`config.mk`:
```
export PLATFORM = sky130hd
export DESIGN_NAME = tiny_cpu_instruction_execute_flat
export DESIGN_NICKNAME = d
export VERILOG_FILES = /design/src/hw/rtl/tce_pkg.sv /design/src/hw/rtl/tce_in_if.sv /design/src/hw/rtl/tce_out_if.sv /design/src/hw/rtl/tce_cfg.sv /design/src/hw/rtl/tce_regfile.sv /design/src/hw/rtl/tce_exec.sv /design/src/hw/rtl/tiny_cpu_instruction_execute.sv /design/src/flat_wrapper.sv
export SDC_FILE = /design/constraint.sdc
export NUM_CORES = 1
export LEC_CHECK = 0
export ABC_AREA = 1
export BUFFER_PORTS_ARGS = -buffer_cell sky130_fd_sc_hd__clkbuf_2
export CELL_PAD_IN_SITES_DETAIL_PLACEMENT = 1
export CELL_PAD_IN_SITES_GLOBAL_PLACEMENT = 1
export CORE_MARGIN = 2
export CORE_UTILIZATION = 44
export CTS_CLUSTER_DIAMETER = 50
export DETAILED_ROUTE_END_ITERATION = 6
export GPL_TIMING_DRIVEN = 0
export HOLD_SLACK_MARGIN = 0.06
export PLACE_DENSITY = 0.82
export SYNTH_ARGS = -nofsm -noshare
export SYNTH_HDL_FRONTEND = slang
export SYNTH_SLANG_ARGS = --single-unit
export TNS_END_PERCENT = 1
```
`constraint.sdc`:
```
create_clock -name i_clk -period 5.07 [get_ports i_clk]
set_input_delay 0.7605 -clock i_clk [delete_from_list [all_inputs] [get_ports i_clk]]
set_output_delay 0.7605 -clock i_clk [all_outputs]
set_load 0.1 [all_outputs]
```
`src/hw/rtl/tce_pkg.sv`:
```
// ----------------------------------------------------------------------------
// tce_pkg
// Shared types and constants for the CPU execute stage: field widths,
// operation and instruction codes, and the structs passed between modules.
// ----------------------------------------------------------------------------
package tce_pkg;

    // Data path geometry
    localparam int NUM_REGS  = 8;
    localparam int REG_AW    = 3;
    localparam int DATA_W    = 8;
    localparam int INSTR_W   = 20;
    localparam int OP_W      = 2;
    localparam int SEL_W     = 4;
    localparam int IMEM_W    = 9;
    localparam int PADDR_W   = 3;
    localparam int PDATA_W   = 32;

    // Instruction word field positions
    localparam int TYPE_LSB  = 17;
    localparam int DEST_LSB  = 14;
    localparam int SRC_LSB   = 11;
    localparam int TGT_LSB   = 8;

    // Input word operation codes
    localparam logic [OP_W-1:0] OP_EXEC     = 2'd0;
    localparam logic [OP_W-1:0] OP_LOAD_RET = 2'd1;
    localparam logic [OP_W-1:0] OP_DEBUG    = 2'd2;

    // Instruction types
    localparam logic [2:0] IT_ADD    = 3'd0;
    localparam logic [2:0] IT_ADDI   = 3'd1;
    localparam logic [2:0] IT_MUL    = 3'd2;
    localparam logic [2:0] IT_INV    = 3'd3;
    localparam logic [2:0] IT_BRANCH = 3'd4;
    localparam logic [2:0] IT_LOAD   = 3'd5;
    localparam logic [2:0] IT_STORE  = 3'd6;
    localparam logic [2:0] IT_HALT   = 3'd7;

    // Branch kinds, carried in the dest field
    localparam logic [2:0] BR_EQ = 3'd0;
    localparam logic [2:0] BR_NE = 3'd1;
    localparam logic [2:0] BR_LT = 3'd2;

    // Debug select of the program counter
    localparam logic [SEL_W-1:0] SEL_PC = 4'd0;

    // Configuration register indexes
    localparam logic [0:0] CFG_IMEM_SIZE = 1'b0;
    localparam logic [IMEM_W-1:0] IMEM_SIZE_RST = 9'd256;

    // One accepted input word
    typedef struct packed {
        logic [OP_W-1:0]    op;
        logic [INSTR_W-1:0] instr_word;
        logic [SEL_W-1:0]   reg_select;
        logic [DATA_W-1:0]  data_value;
    } t_item;

    // One result word
    typedef struct packed {
        logic [DATA_W-1:0] pc_now;
        logic              is_halted;
        logic              read_request;
        logic              write_request;
        logic [DATA_W-1:0] mem_address;
        logic [DATA_W-1:0] write_byte;
        logic              load_waiting;
    } t_result;

    // Register file read request
    typedef struct packed {
        logic              en;
        logic [REG_AW-1:0] s_addr;
        logic [REG_AW-1:0] t_addr;
    } t_rf_rd;

    // Register file write request
    typedef struct packed {
        logic              en;
        logic [REG_AW-1:0] addr;
        logic [DATA_W-1:0] data;
    } t_rf_wr;

endpackage

```
`src/hw/rtl/tce_in_if.sv`:
```
// ----------------------------------------------------------------------------
// tce_in_if
// Input channel of the execute stage: valid/ready plus one input word.
// ----------------------------------------------------------------------------
interface tce_in_if import tce_pkg::*; ();
    logic               valid;
    logic               ready;
    logic [OP_W-1:0]    op;
    logic [INSTR_W-1:0] instr_word;
    logic [SEL_W-1:0]   reg_select;
    logic [DATA_W-1:0]  data_value;

    modport source (output valid, op, instr_word, reg_select, data_value, input ready);
    modport sink   (input valid, op, instr_word, reg_select, data_value, output ready);
endinterface

```
`src/hw/rtl/tce_out_if.sv`:
```
// ----------------------------------------------------------------------------
// tce_out_if
// Result channel of the execute stage: valid/ready plus one result word.
// ----------------------------------------------------------------------------
interface tce_out_if import tce_pkg::*; ();
    logic              valid;
    logic              ready;
    logic [DATA_W-1:0] pc_now;
    logic              is_halted;
    logic              read_request;
    logic              write_request;
    logic [DATA_W-1:0] mem_address;
    logic [DATA_W-1:0] write_byte;
    logic              load_waiting;

    modport source (output valid, pc_now, is_halted, read_request, write_request,
                    mem_address, write_byte, load_waiting, input ready);
    modport sink   (input valid, pc_now, is_halted, read_request, write_request,
                    mem_address, write_byte, load_waiting, output ready);
endinterface

```
`src/hw/rtl/tce_cfg.sv`:
```
// ----------------------------------------------------------------------------
// tce_cfg
// APB configuration register block holding the instruction memory size.
// ----------------------------------------------------------------------------
module tce_cfg import tce_pkg::*; (
    input  logic               i_clk,
    input  logic               i_rst_n,
    input  logic               psel,
    input  logic               penable,
    input  logic               pwrite,
    input  logic [PADDR_W-1:0] paddr,
    input  logic [PDATA_W-1:0] pwdata,
    output logic [PDATA_W-1:0] prdata,
    output logic               pready,
    output logic [IMEM_W-1:0]  o_imem_size
);

    logic [IMEM_W-1:0] r_imem_size;
    logic              wr_en;

    // register index is the word address; byte offset bits are ignored
    assign wr_en  = psel && penable && pwrite && (paddr[PADDR_W-1] == CFG_IMEM_SIZE);
    assign pready = 1'b1;

    always_ff @(posedge i_clk) begin
        if (!i_rst_n) begin
            r_imem_size <= IMEM_SIZE_RST;
        end else if (wr_en) begin
            r_imem_size <= pwdata[IMEM_W-1:0];
        end
    end

    // read back
    always_comb begin
        prdata = '0;
        if (paddr[PADDR_W-1] == CFG_IMEM_SIZE) begin
            prdata = {{(PDATA_W-IMEM_W){1'b0}}, r_imem_size};
        end
    end

    assign o_imem_size = r_imem_size;

endmodule

```
`src/hw/rtl/tce_regfile.sv`:
```
// ----------------------------------------------------------------------------
// tce_regfile
// Data register file: synchronous memory with two registered read ports,
// one write port, per-entry valid bits for reset, and write forwarding.
// ----------------------------------------------------------------------------
module tce_regfile import tce_pkg::*; (
    input  logic              i_clk,
    input  logic              i_rst_n,
    input  t_rf_rd            i_rd,
    input  t_rf_wr            i_wr,
    output logic [DATA_W-1:0] o_sv,
    output logic [DATA_W-1:0] o_tv
);

    logic [DATA_W-1:0]   mem [NUM_REGS];
    logic [NUM_REGS-1:0] r_vld;

    logic [DATA_W-1:0] r_rd_s;
    logic [DATA_W-1:0] r_rd_t;
    logic [REG_AW-1:0] r_ra_s;
    logic [REG_AW-1:0] r_ra_t;
    logic              r_s_ok;
    logic              r_t_ok;

    logic              r_fwd_en;
    logic [REG_AW-1:0] r_fwd_addr;
    logic [DATA_W-1:0] r_fwd_data;

    // storage array and registered read data
    always_ff @(posedge i_clk) begin
        if (i_wr.en) begin
            mem[i_wr.addr] <= i_wr.data;
        end
        if (i_rd.en) begin
            r_rd_s <= mem[i_rd.s_addr];
            r_rd_t <= mem[i_rd.t_addr];
            r_ra_s <= i_rd.s_addr;
            r_ra_t <= i_rd.t_addr;
        end
        if (i_wr.en) begin
            r_fwd_addr <= i_wr.addr;
            r_fwd_data <= i_wr.data;
        end
    end

    // valid bits, read-valid flags and forward enable
    always_ff @(posedge i_clk) begin
        if (!i_rst_n) begin
            r_vld    <= '0;
            r_s_ok   <= 1'b0;
            r_t_ok   <= 1'b0;
            r_fwd_en <= 1'b0;
        end else begin
            if (i_wr.en) begin
                r_vld[i_wr.addr] <= 1'b1;
                r_fwd_en         <= 1'b1;
            end
            if (i_rd.en) begin
                r_s_ok <= r_vld[i_rd.s_addr];
                r_t_ok <= r_vld[i_rd.t_addr];
            end
        end
    end

    // the most recent write wins over a stale read
    always_comb begin
        if (r_fwd_en && (r_fwd_addr == r_ra_s)) begin
            o_sv = r_fwd_data;
        end else begin
            o_sv = r_s_ok ? r_rd_s : '0;
        end
        if (r_fwd_en && (r_fwd_addr == r_ra_t)) begin
            o_tv = r_fwd_data;
        end else begin
            o_tv = r_t_ok ? r_rd_t : '0;
        end
    end

endmodule

```
`src/hw/rtl/tce_exec.sv`:
```
// ----------------------------------------------------------------------------
// tce_exec
// Execute logic: decodes the word, computes the ALU result and branch,
// holds PC, halt and load tracking state, and builds the result word.
// ----------------------------------------------------------------------------
module tce_exec import tce_pkg::*; (
    input  logic              i_clk,
    input  logic              i_rst_n,
    input  logic              i_fire,
    input  t_item             i_item,
    input  logic [DATA_W-1:0] i_sv,
    input  logic [DATA_W-1:0] i_tv,
    input  logic [IMEM_W-1:0] i_imem_size,
    output t_rf_wr            o_wr,
    output t_result           o_res
);

    logic [DATA_W-1:0] r_pc;
    logic              r_halt;
    logic              r_lp;
    logic [REG_AW-1:0] r_ldest;

    logic [DATA_W-1:0] n_pc;
    logic              n_halt;
    logic              n_lp;
    logic [REG_AW-1:0] n_ldest;

    logic [2:0]        itype;
    logic [REG_AW-1:0] dest;
    logic [DATA_W-1:0] imm;
    logic [IMEM_W-1:0] pc_inc;
    logic [DATA_W-1:0] pc_adv;
    logic              take;
    logic              br_ok;
    logic              rd_req;
    logic              wr_req;
    logic [DATA_W-1:0] maddr;
    logic [DATA_W-1:0] wbyte;
    t_rf_wr            wr;

    assign itype = i_item.instr_word[TYPE_LSB +: 3];
    assign dest  = i_item.instr_word[DEST_LSB +: REG_AW];
    assign imm   = i_item.instr_word[DATA_W-1:0];

    // PC advance with wrap at the instruction memory size
    assign pc_inc = {1'b0, r_pc} + 9'd1;
    assign pc_adv = (pc_inc < i_imem_size) ? pc_inc[DATA_W-1:0] : '0;

    // decode and execute
    always_comb begin
        n_pc    = r_pc;
        n_halt  = r_halt;
        n_lp    = r_lp;
        n_ldest = r_ldest;
        wr      = '0;
        rd_req  = 1'b0;
        wr_req  = 1'b0;
        maddr   = '0;
        wbyte   = '0;
        take    = 1'b0;
        br_ok   = 1'b0;
        unique case (i_item.op)
            OP_EXEC: begin
                if (!r_halt && !r_lp) begin
                    unique case (itype)
                        IT_ADD: begin
                            wr   = '{en: 1'b1, addr: dest, data: i_sv + i_tv};
                            n_pc = pc_adv;
                        end
                        IT_ADDI: begin
                            wr   = '{en: 1'b1, addr: dest, data: i_sv + imm};
                            n_pc = pc_adv;
                        end
                        IT_MUL: begin
                            wr   = '{en: 1'b1, addr: dest,
                                     data: {4'b0, i_sv[7:4]} * {4'b0, i_sv[3:0]}};
                            n_pc = pc_adv;
                        end
                        IT_INV: begin
                            wr   = '{en: 1'b1, addr: dest, data: ~i_sv};
                            n_pc = pc_adv;
                        end
                        IT_BRANCH: begin
                            case (dest)
                                BR_EQ: begin
                                    br_ok = 1'b1;
                                    take  = (i_sv == i_tv);
                                end
                                BR_NE: begin
                                    br_ok = 1'b1;
                                    take  = (i_sv != i_tv);
                                end
                                BR_LT: begin
                                    br_ok = 1'b1;
                                    take  = (i_sv < i_tv);
                                end
                                default: begin
                                    br_ok = 1'b0;
                                    take  = 1'b0;
                                end
                            endcase
                            // unknown branch kind leaves the PC alone
                            if (br_ok) begin
                                n_pc = take ? imm : pc_adv;
                            end
                        end
                        IT_LOAD: begin
                            rd_req  = 1'b1;
                            maddr   = i_tv;
                            n_lp    = 1'b1;
                            n_ldest = dest;
                        end
                        IT_STORE: begin
                            wr_req = 1'b1;
                            maddr  = i_tv;
                            wbyte  = i_sv;
                            n_pc   = pc_adv;
                        end
                        IT_HALT: begin
                            n_halt = 1'b1;
                            n_pc   = pc_adv;
                        end
                    endcase
                end
            end
            OP_LOAD_RET: begin
                if (r_lp) begin
                    wr   = '{en: 1'b1, addr: r_ldest, data: i_item.data_value};
                    n_lp = 1'b0;
                    n_pc = pc_adv;
                end
            end
            OP_DEBUG: begin
                if (i_item.reg_select == SEL_PC) begin
                    n_pc   = i_item.data_value;
                    n_halt = 1'b0;
                    n_lp   = 1'b0;
                end else if (i_item.reg_select <= SEL_W'(NUM_REGS)) begin
                    wr = '{en: 1'b1, addr: REG_AW'(i_item.reg_select - 4'd1),
                           data: i_item.data_value};
                end
            end
            default: begin
                n_pc = r_pc;
            end
        endcase
    end

    // control state
    always_ff @(posedge i_clk) begin
        if (!i_rst_n) begin
            r_pc    <= '0;
            r_halt  <= 1'b0;
            r_lp    <= 1'b0;
            r_ldest <= '0;
        end else if (i_fire) begin
            r_pc    <= n_pc;
            r_halt  <= n_halt;
            r_lp    <= n_lp;
            r_ldest <= n_ldest;
        end
    end

    // write back only when the word retires
    always_comb begin
        o_wr    = wr;
        o_wr.en = wr.en & i_fire;
    end

    assign o_res = '{pc_now:        n_pc,
                     is_halted:     n_halt,
                     read_request:  rd_req,
                     write_request: wr_req,
                     mem_address:   maddr,
                     write_byte:    wbyte,
                     load_waiting:  n_lp};

endmodule

```
`src/hw/rtl/tiny_cpu_instruction_execute.sv`:
```
// ----------------------------------------------------------------------------
// tiny_cpu_instruction_execute
// Stages: stage register (word and register file read), then result
// register; a word executes when the result register is free or draining.
// Throughput: one word per cycle while results are taken, set by the
// registered register file read and write-back with forwarding of the last write.
// Reset: synchronous, active low; clears PC, halt, load tracking, register
// file valid bits (all registers read zero) and sets imem_size to 256.
// ----------------------------------------------------------------------------
module tiny_cpu_instruction_execute import tce_pkg::*; (
    input  logic               i_clk,
    input  logic               i_rst_n,
    tce_in_if.sink             i_in,
    tce_out_if.source          o_out,
    input  logic               psel,
    input  logic               penable,
    input  logic               pwrite,
    input  logic [PADDR_W-1:0] paddr,
    input  logic [PDATA_W-1:0] pwdata,
    output logic [PDATA_W-1:0] prdata,
    output logic               pready
);

    logic              r_s1_vld;
    t_item             r_s1_item;
    logic              r_out_vld;
    t_result           r_out;

    logic              in_acc;
    logic              fire;
    logic [IMEM_W-1:0] imem_size;
    logic [DATA_W-1:0] sv;
    logic [DATA_W-1:0] tv;
    t_rf_rd            rf_rd;
    t_rf_wr            rf_wr;
    t_result           res;

    // handshake: execute when the result register is free or draining
    assign fire       = r_s1_vld && (!r_out_vld || o_out.ready);
    assign i_in.ready = !r_s1_vld || fire;
    assign in_acc     = i_in.valid && i_in.ready;

    // register file reads issue as the word is accepted
    assign rf_rd = '{en:     in_acc,
                     s_addr: i_in.instr_word[SRC_LSB +: REG_AW],
                     t_addr: i_in.instr_word[TGT_LSB +: REG_AW]};

    tce_cfg u_cfg (
        .i_clk       (i_clk),
        .i_rst_n     (i_rst_n),
        .psel        (psel),
        .penable     (penable),
        .pwrite      (pwrite),
        .paddr       (paddr),
        .pwdata      (pwdata),
        .prdata      (prdata),
        .pready      (pready),
        .o_imem_size (imem_size)
    );

    tce_regfile u_rf (
        .i_clk   (i_clk),
        .i_rst_n (i_rst_n),
        .i_rd    (rf_rd),
        .i_wr    (rf_wr),
        .o_sv    (sv),
        .o_tv    (tv)
    );

    tce_exec u_exec (
        .i_clk       (i_clk),
        .i_rst_n     (i_rst_n),
        .i_fire      (fire),
        .i_item      (r_s1_item),
        .i_sv        (sv),
        .i_tv        (tv),
        .i_imem_size (imem_size),
        .o_wr        (rf_wr),
        .o_res       (res)
    );

    // stage and result valid flags
    always_ff @(posedge i_clk) begin
        if (!i_rst_n) begin
            r_s1_vld  <= 1'b0;
            r_out_vld <= 1'b0;
        end else begin
            if (in_acc) begin
                r_s1_vld <= 1'b1;
            end else if (fire) begin
                r_s1_vld <= 1'b0;
            end
            if (fire) begin
                r_out_vld <= 1'b1;
            end else if (o_out.ready) begin
                r_out_vld <= 1'b0;
            end
        end
    end

    // payload registers
    always_ff @(posedge i_clk) begin
        if (in_acc) begin
            r_s1_item <= '{op:         i_in.op,
                           instr_word: i_in.instr_word,
                           reg_select: i_in.reg_select,
                           data_value: i_in.data_value};
        end
        if (fire) begin
            r_out <= res;
        end
    end

    assign o_out.valid         = r_out_vld;
    assign o_out.pc_now        = r_out.pc_now;
    assign o_out.is_halted     = r_out.is_halted;
    assign o_out.read_request  = r_out.read_request;
    assign o_out.write_request = r_out.write_request;
    assign o_out.mem_address   = r_out.mem_address;
    assign o_out.write_byte    = r_out.write_byte;
    assign o_out.load_waiting  = r_out.load_waiting;

endmodule
```
`src/flat_wrapper.sv`:
```
// flat-port wrapper written by rule: the top's interface ports become plain ports
module tiny_cpu_instruction_execute_flat import tce_pkg::*;
  (i_clk, i_rst_n, psel, penable, pwrite, paddr, pwdata, prdata, pready, i_in_valid, i_in_op, i_in_instr_word, i_in_reg_select, i_in_data_value, i_in_ready, o_out_valid, o_out_pc_now, o_out_is_halted, o_out_read_request, o_out_write_request, o_out_mem_address, o_out_write_byte, o_out_load_waiting, o_out_ready);
  tce_in_if i_in_i ();
  tce_out_if o_out_i ();
  input  logic i_clk;
  input  logic i_rst_n;
  input  logic psel;
  input  logic penable;
  input  logic pwrite;
  input  logic [PADDR_W-1:0] paddr;
  input  logic [PDATA_W-1:0] pwdata;
  output logic [PDATA_W-1:0] prdata;
  output logic pready;
  input wire logic [$bits(i_in_i.valid)-1:0] i_in_valid;
  input wire logic [$bits(i_in_i.op)-1:0] i_in_op;
  input wire logic [$bits(i_in_i.instr_word)-1:0] i_in_instr_word;
  input wire logic [$bits(i_in_i.reg_select)-1:0] i_in_reg_select;
  input wire logic [$bits(i_in_i.data_value)-1:0] i_in_data_value;
  output wire logic [$bits(i_in_i.ready)-1:0] i_in_ready;
  output wire logic [$bits(o_out_i.valid)-1:0] o_out_valid;
  output wire logic [$bits(o_out_i.pc_now)-1:0] o_out_pc_now;
  output wire logic [$bits(o_out_i.is_halted)-1:0] o_out_is_halted;
  output wire logic [$bits(o_out_i.read_request)-1:0] o_out_read_request;
  output wire logic [$bits(o_out_i.write_request)-1:0] o_out_write_request;
  output wire logic [$bits(o_out_i.mem_address)-1:0] o_out_mem_address;
  output wire logic [$bits(o_out_i.write_byte)-1:0] o_out_write_byte;
  output wire logic [$bits(o_out_i.load_waiting)-1:0] o_out_load_waiting;
  input wire logic [$bits(o_out_i.ready)-1:0] o_out_ready;
  assign i_in_i.valid = i_in_valid;
  assign i_in_i.op = i_in_op;
  assign i_in_i.instr_word = i_in_instr_word;
  assign i_in_i.reg_select = i_in_reg_select;
  assign i_in_i.data_value = i_in_data_value;
  assign i_in_ready = i_in_i.ready;
  assign o_out_valid = o_out_i.valid;
  assign o_out_pc_now = o_out_i.pc_now;
  assign o_out_is_halted = o_out_i.is_halted;
  assign o_out_read_request = o_out_i.read_request;
  assign o_out_write_request = o_out_i.write_request;
  assign o_out_mem_address = o_out_i.mem_address;
  assign o_out_write_byte = o_out_i.write_byte;
  assign o_out_load_waiting = o_out_i.load_waiting;
  assign o_out_i.ready = o_out_ready;
  tiny_cpu_instruction_execute u_core (.i_clk(i_clk), .i_rst_n(i_rst_n), .i_in(i_in_i), .o_out(o_out_i), .psel(psel), .penable(penable), .pwrite(pwrite), .paddr(paddr), .pwdata(pwdata), .prdata(prdata), .pready(pready));
endmodule
```
# Yosys cells after proc, flatten, opt, wreduce, memory -nomap -nowiden
# Memory sizes are Yosys's and may differ from the RTL's. A register that Yosys moved wholly into a read port is not among the register bits.
# Index checks and enable logic that the tools add are counted.
dict set report op_classes {
  addsub 4
  mul 1
  div_mod_pow 0
  order_cmp 7
  n_eq_ne 15
  shifts 0
  mux 49
  bitwise 4
  reduce_logical 28
}
# op n
set op_table {}
lappend op_table {{two-way mux 8 bit} 10}
lappend op_table {{two-way mux 12 bit} 4}
lappend op_table {{case mux 12 bit (4 select lines)} 1}
lappend op_table {{case mux 12 bit (3 select lines)} 1}
lappend op_table {{two-way mux 1 bit} 24}
lappend op_table {{case mux 8 bit (3 select lines)} 1}
lappend op_table {{adder 8 bit} 2}
lappend op_table {{case mux 8 bit (2 select lines)} 1}
lappend op_table {{== test 3 bit (second input constant)} 4}
lappend op_table {{< comparator 3 x 4 -> 1 bit (second input constant)} 3}
lappend op_table {{adder 8 x 1 -> 9 bit (second input constant)} 1}
lappend op_table {{== test 3 x 2 -> 1 bit (second input constant)} 3}
lappend op_table {{logical AND 1 bit} 9}
lappend op_table {{< comparator 9 bit} 1}
lappend op_table {{two-way mux 9 bit} 1}
lappend op_table {{== test 8 bit} 1}
lappend op_table {{< comparator 8 bit} 1}
lappend op_table {{multiplier 4 x 4 -> 8 bit} 1}
lappend op_table {{!= test 8 bit} 1}
lappend op_table {{NOT 8 bit} 1}
lappend op_table {{OR 8 bit} 1}
lappend op_table {{binary-select mux 1 bit (select 3 bit)} 2}
lappend op_table {{== test 3 x 1 -> 1 bit (second input constant)} 2}
lappend op_table {{== test 3 bit} 2}
lappend op_table {{other kinds (22)} 30}
dict set report totals {
  register_bits 114
  latch_bits 0
  ramBits 64
  romBits 0
  out_inout_bits 63
  mem_count 1
}
# name words word_bits read_ports rd_clocked_by_memory_dff write_ports line
set mem_list {}
lappend mem_list {u_core.u_rf.mem 8 8 2 2 1 tce_regfile.sv:15} ;# logic [DATA_W-1:0] mem [NUM_REGS];

# Depth between registers and ports, before layout
dict set report depth {
  depth_word 13
  mapped_depth 27
}

# By module
# A second synthesis with hierarchy kept.
dict set report hier_totals {
  cells_unflattened 1276
  area_unflattened_um2 10871.7
}
# mod instances cells_each area_each_um2 seq_area_each_um2
set by_module_without_submodules {}
lappend by_module_without_submodules {tce_regfile 1 518 4972.3 3133.0}
lappend by_module_without_submodules {tce_exec 1 578 3241.9 260.2}
lappend by_module_without_submodules {tiny_cpu_instruction_execute 1 75 1956.9 1901.8}
lappend by_module_without_submodules {tce_cfg 1 105 700.7 180.2}

# Least setup slack after synthesis
# OpenSTA, ideal clock, no wires.
dict set report synth_timing {
  path_kind {reg2reg}
  start {reg u_core.u_rf.r_fwd_addr[0]}
  end {mem u_core.u_rf.mem[0][7] (data pin)}
  setup_ns 0.296
  t_arrival_ns 3.808
  required_time_ns 4.774
  path_slack_ns 0.966
  stages_incl_launch_ff 20
  n_path_buf 1
  period_less_slack_ns 4.104
  path_cell_list {edfxtp_1 > nand2_1 > nand2_1 > nor2_2 > nand2_4 > clkbuf_1 > o21ai_1 > nand2_1 > fa_1 > inv_1 > fa_1 > ha_1 > a31oi_1 > or2_2 > nand2_1 > a21oi_1 > xor2_1 > o22ai_1 > o21ai_1 > o21ai_1}
}
# element line
set synth_lines {}
lappend synth_lines {{from (decl)} tce_regfile.sv:26} ;# logic [REG_AW-1:0] r_fwd_addr;
lappend synth_lines {{from (signal assigned)} tce_regfile.sv:41} ;# r_fwd_addr <= i_wr.addr;
lappend synth_lines {{to (decl)} tce_regfile.sv:15}

==> metrics.yaml <==
status: "finished clean"
first_global_vias: 9370
drtAntennaViolNets: 0
vias: 9304
clock.fmax_ghz: 0.212
hold_viol: 0
clkLatencyLatePin_ps: 460
synth.top_cells.by_area: "edfxtp_1 (44%), nand2_1 (7.5%), dfxtp_1 (6.7%)"
track_usage_pct: 26.8
drive_gt1_share_pct: 13.4
die_h_microns: 158
clk_pin_slew_ps: 90
die_area_sq_um: 24900
synth-xor-area-share_pct: 0.841
synth_top_family_by_area: "simple AND/OR/NAND/NOR gates"
synth_compound_area_share_pct: 15.4
yosysMostFrequentCell: "nand2_1"
antenna_cells: 0
grt_pass1_wl_microns: 50600
ys_seq_area_share_pct: 50.9
syn-instance-count: 1212
critical_path.top_delay_family: "adder cells"
syn_area_per_cell_sq_um: 8.59
place.gp.congestion: 0.904
drv_slew: 0
yosys.area.top_type: "edfxtp_1"
synth_top_area_share_pct: 44.1
post_cts_buffers: 0
yosys.area_share.simple_pct: 17.9
root_buffer: "clkbuf_16"
grt_max_degree: 46
cts_num_sinks: 188
p_leak_nw: 5.16
max_stage_delay_ps: 540
cts_made_buffers: 17
cpMostUsedCell: "nand2_1"
rows: 56
fin_crit_ps: 4720
ys_ff_latch: 188
synth_ff_type: "edfxtp_1"
drv_cap: 0
hold_class: "reg -> reg"
critPathLaunchType: "register"
path_cells: "nand2_1, nand2_1, nor2_2, nand2_4, nand2_1, o21ai_1, inv_1, nand2_1, fa_1, inv_1, fa_1, ha_1, a31oi_1, or2_2, nand2_1, a21oi_1, xor2_1, o22ai_1, o21ai_1, o21ai_2"
antenna_found_initial: 0
synth_fa_ha_area_share_pct: 5.41
synth_common_cells: "nand2_1 (208), inv_1 (167), edfxtp_1 (153)"
syn_area_sq_um: 10400
synth_edf_count: 153
clockBufferDepth: 2
worst_slew_pin_slew_ps: 1220
fin_util_pct: 51.5
dpl_worst_slack_ps: -510
ioPinCount: 139
nets: 1460
synthDistinctLibCells: 42
first_iter_violations: 673
wl_per_cell_microns: 19.8
end_kind: "register"
grt_overflow: 0
io_buffer_count: 88
routed_wl_microns: 33100
viasPerCell: 5.56
first_pass_iters: 5
skew_ps: 18.3
critPathArrivalTime_ps: 4870
cp_data_required_time_ps: 5220
finalPower_w: 0.00388
finalSetupViolations: 0
crit_type: "reg -> reg"
tritoncts: "built"
synthMuxAreaShare_pct: 0
post-route-drc-count: 0
core_area_sq_um: 23300
h-tree-depth: 4
cp_max_fo: 16
path_buf_inv: 2
fin_crit_sh_pct: 93.1
powerDensity_nw_per_um2: 323
dp_hpwl_microns: 24500
critical-path-slowest-cell: "fa_1"
peakVddDrop_uv: 213
syn_to_final_growth_pct: 15.4
fp.dieW_microns: 158
slew_headroom_pct: 17.6
start_util_pct: 44.6
yosys_warnings: 0
synthArstFlopShare_pct: 0
worst_slack_ps: 349
[metal layers]
metal	global-route usage, %	vias to the layer above	wire (microns)
met3	3.97	82	1890
met4	11.3	0	1100
li1	-	4292	-
met5	0	-	0
met2	45.5	383	16200
met1	34.2	4547	13900
[final cells by class]
| class | count | area (sq um) |
|---|---|---|
| fill | 2826 | 11300 |
| sequential | 188 | 5300 |
| multi-input combinational | 807 | 4220 |
| inverter | 175 | 657 |
| timing repair buffer | 90 | 468 |
| clock buffer | 17 | 425 |
| tap | 319 | 399 |
| buffer | 63 | 332 |
| clock inverter | 15 | 220 |
[power by group]
part | switching (W) | leakage [nW] | internal [W]
Sequential | 0.0000310 | 1.66 | 0.00173
Clock | 0.000758 | 0.310 | 0.000699
Combinational | 0.000514 | 3.19 | 0.000152
Total | 0.00130 | 5.16 | 0.00258
[worst paths after layout]
path,end,from,cells after the start,slack (ps)
max,u_core.u_rf.mem[2][7]$_DFFE_PP_,u_core.u_rf.r_fwd_addr[0]$_DFFE_PP_,20,350
min,u_core.u_exec.r_ldest[2]$_SDFFE_PN0P_,u_core.u_exec.r_ldest[2]$_SDFFE_PN0P_,2,450
max reg2reg,u_core.u_rf.mem[2][7]$_DFFE_PP_,u_core.u_rf.r_fwd_addr[0]$_DFFE_PP_,20,350
min reg2reg,u_core.u_exec.r_ldest[2]$_SDFFE_PN0P_,u_core.u_exec.r_ldest[2]$_SDFFE_PN0P_,2,450
[cell families after synthesis]
kind of cell / count (synthesis)
other cells: 2
buf+inv: 239
xor+xnor: 10
simple gates: 440
compound gates: 291
flops: 188
fa+ha+maj: 42
[per-stage QoR]
step,setup TNS [ps],hold WS (ps),cell area [sq um],cells
2_1_floorplan,0,424,10500,1234
3_3_place_gp,-5810,436,11300,1641
3_5_place_dp,-8860,438,11400,1643
4_1_cts,0,451,12000,1675
5_1_grt,-5.01,463,12000,1674
6_report,0,452,12000,1674
[worst reg2reg max path: cells and delay by family, from the launching register on]
| family | cells | cell delay [ps] |
|---|---|---|
| adder cells (fa/ha/maj) | 3 | 1390 |
| AO/OA/AOI/OAI | 6 | 1070 |
| AND/OR/NAND/NOR | 8 | 950 |
| flip-flops | 1 | 450 |
| buffers and inverters | 2 | 310 |
| XOR/XNOR | 1 | 270 |
[sequential cells by signal, summed over array words and instances, names as in the netlist, 2 cells and up]
register / cells
u_core.u_rf.r_ra_t: 2
u_core.u_exec.r_pc: 8
u_core.o_out.mem_address: 8
u_core.o_out.pc_now: 8
u_core.u_rf.r_rd_t: 8
u_core.u_rf.r_ra_s: 2
u_core.u_cfg.o_imem_size: 9
u_core.r_s1_item: 30
u_core.u_exec.r_ldest: 3
u_core.u_rf.r_fwd_addr: 3
u_core.u_rf.r_fwd_data: 8
u_core.u_rf.r_vld: 8
u_core.o_out.write_byte: 8
u_core.u_rf.r_rd_s: 8
u_core.u_rf.mem: 64
[cell usage in the layout, fill, tap and decap left out, drive strengths merged, types with 3 or more instances in the layout]
cell type  Yosys  layout
a21oi        106     106
a22o           3       3
a31oi         18      18
a32oi          3       3
buf           31      33
clkbuf        33     137
clkinv         5      10
conb           2      24
dfxtp         35      35
edfxtp       153     153
fa             5       5
ha            37      37
inv          170     180
nand2        221     221
nand3         50      50
nand4          8       8
nor2         151     151
nor3           7       7
o211ai        22      22
o21ai        123     123
o221ai         5       5
o22ai          3       3
xor2           9       9
[timing repair]
item / in CTS / in global routing
endpoints found under the hold margin: 0 / 0
endpoints found under the setup margin: 27 / 26
resized for setup: 7 / 3
hold buffers: 0 / 0
No activity file was read; power rests on OpenSTA's default activity.
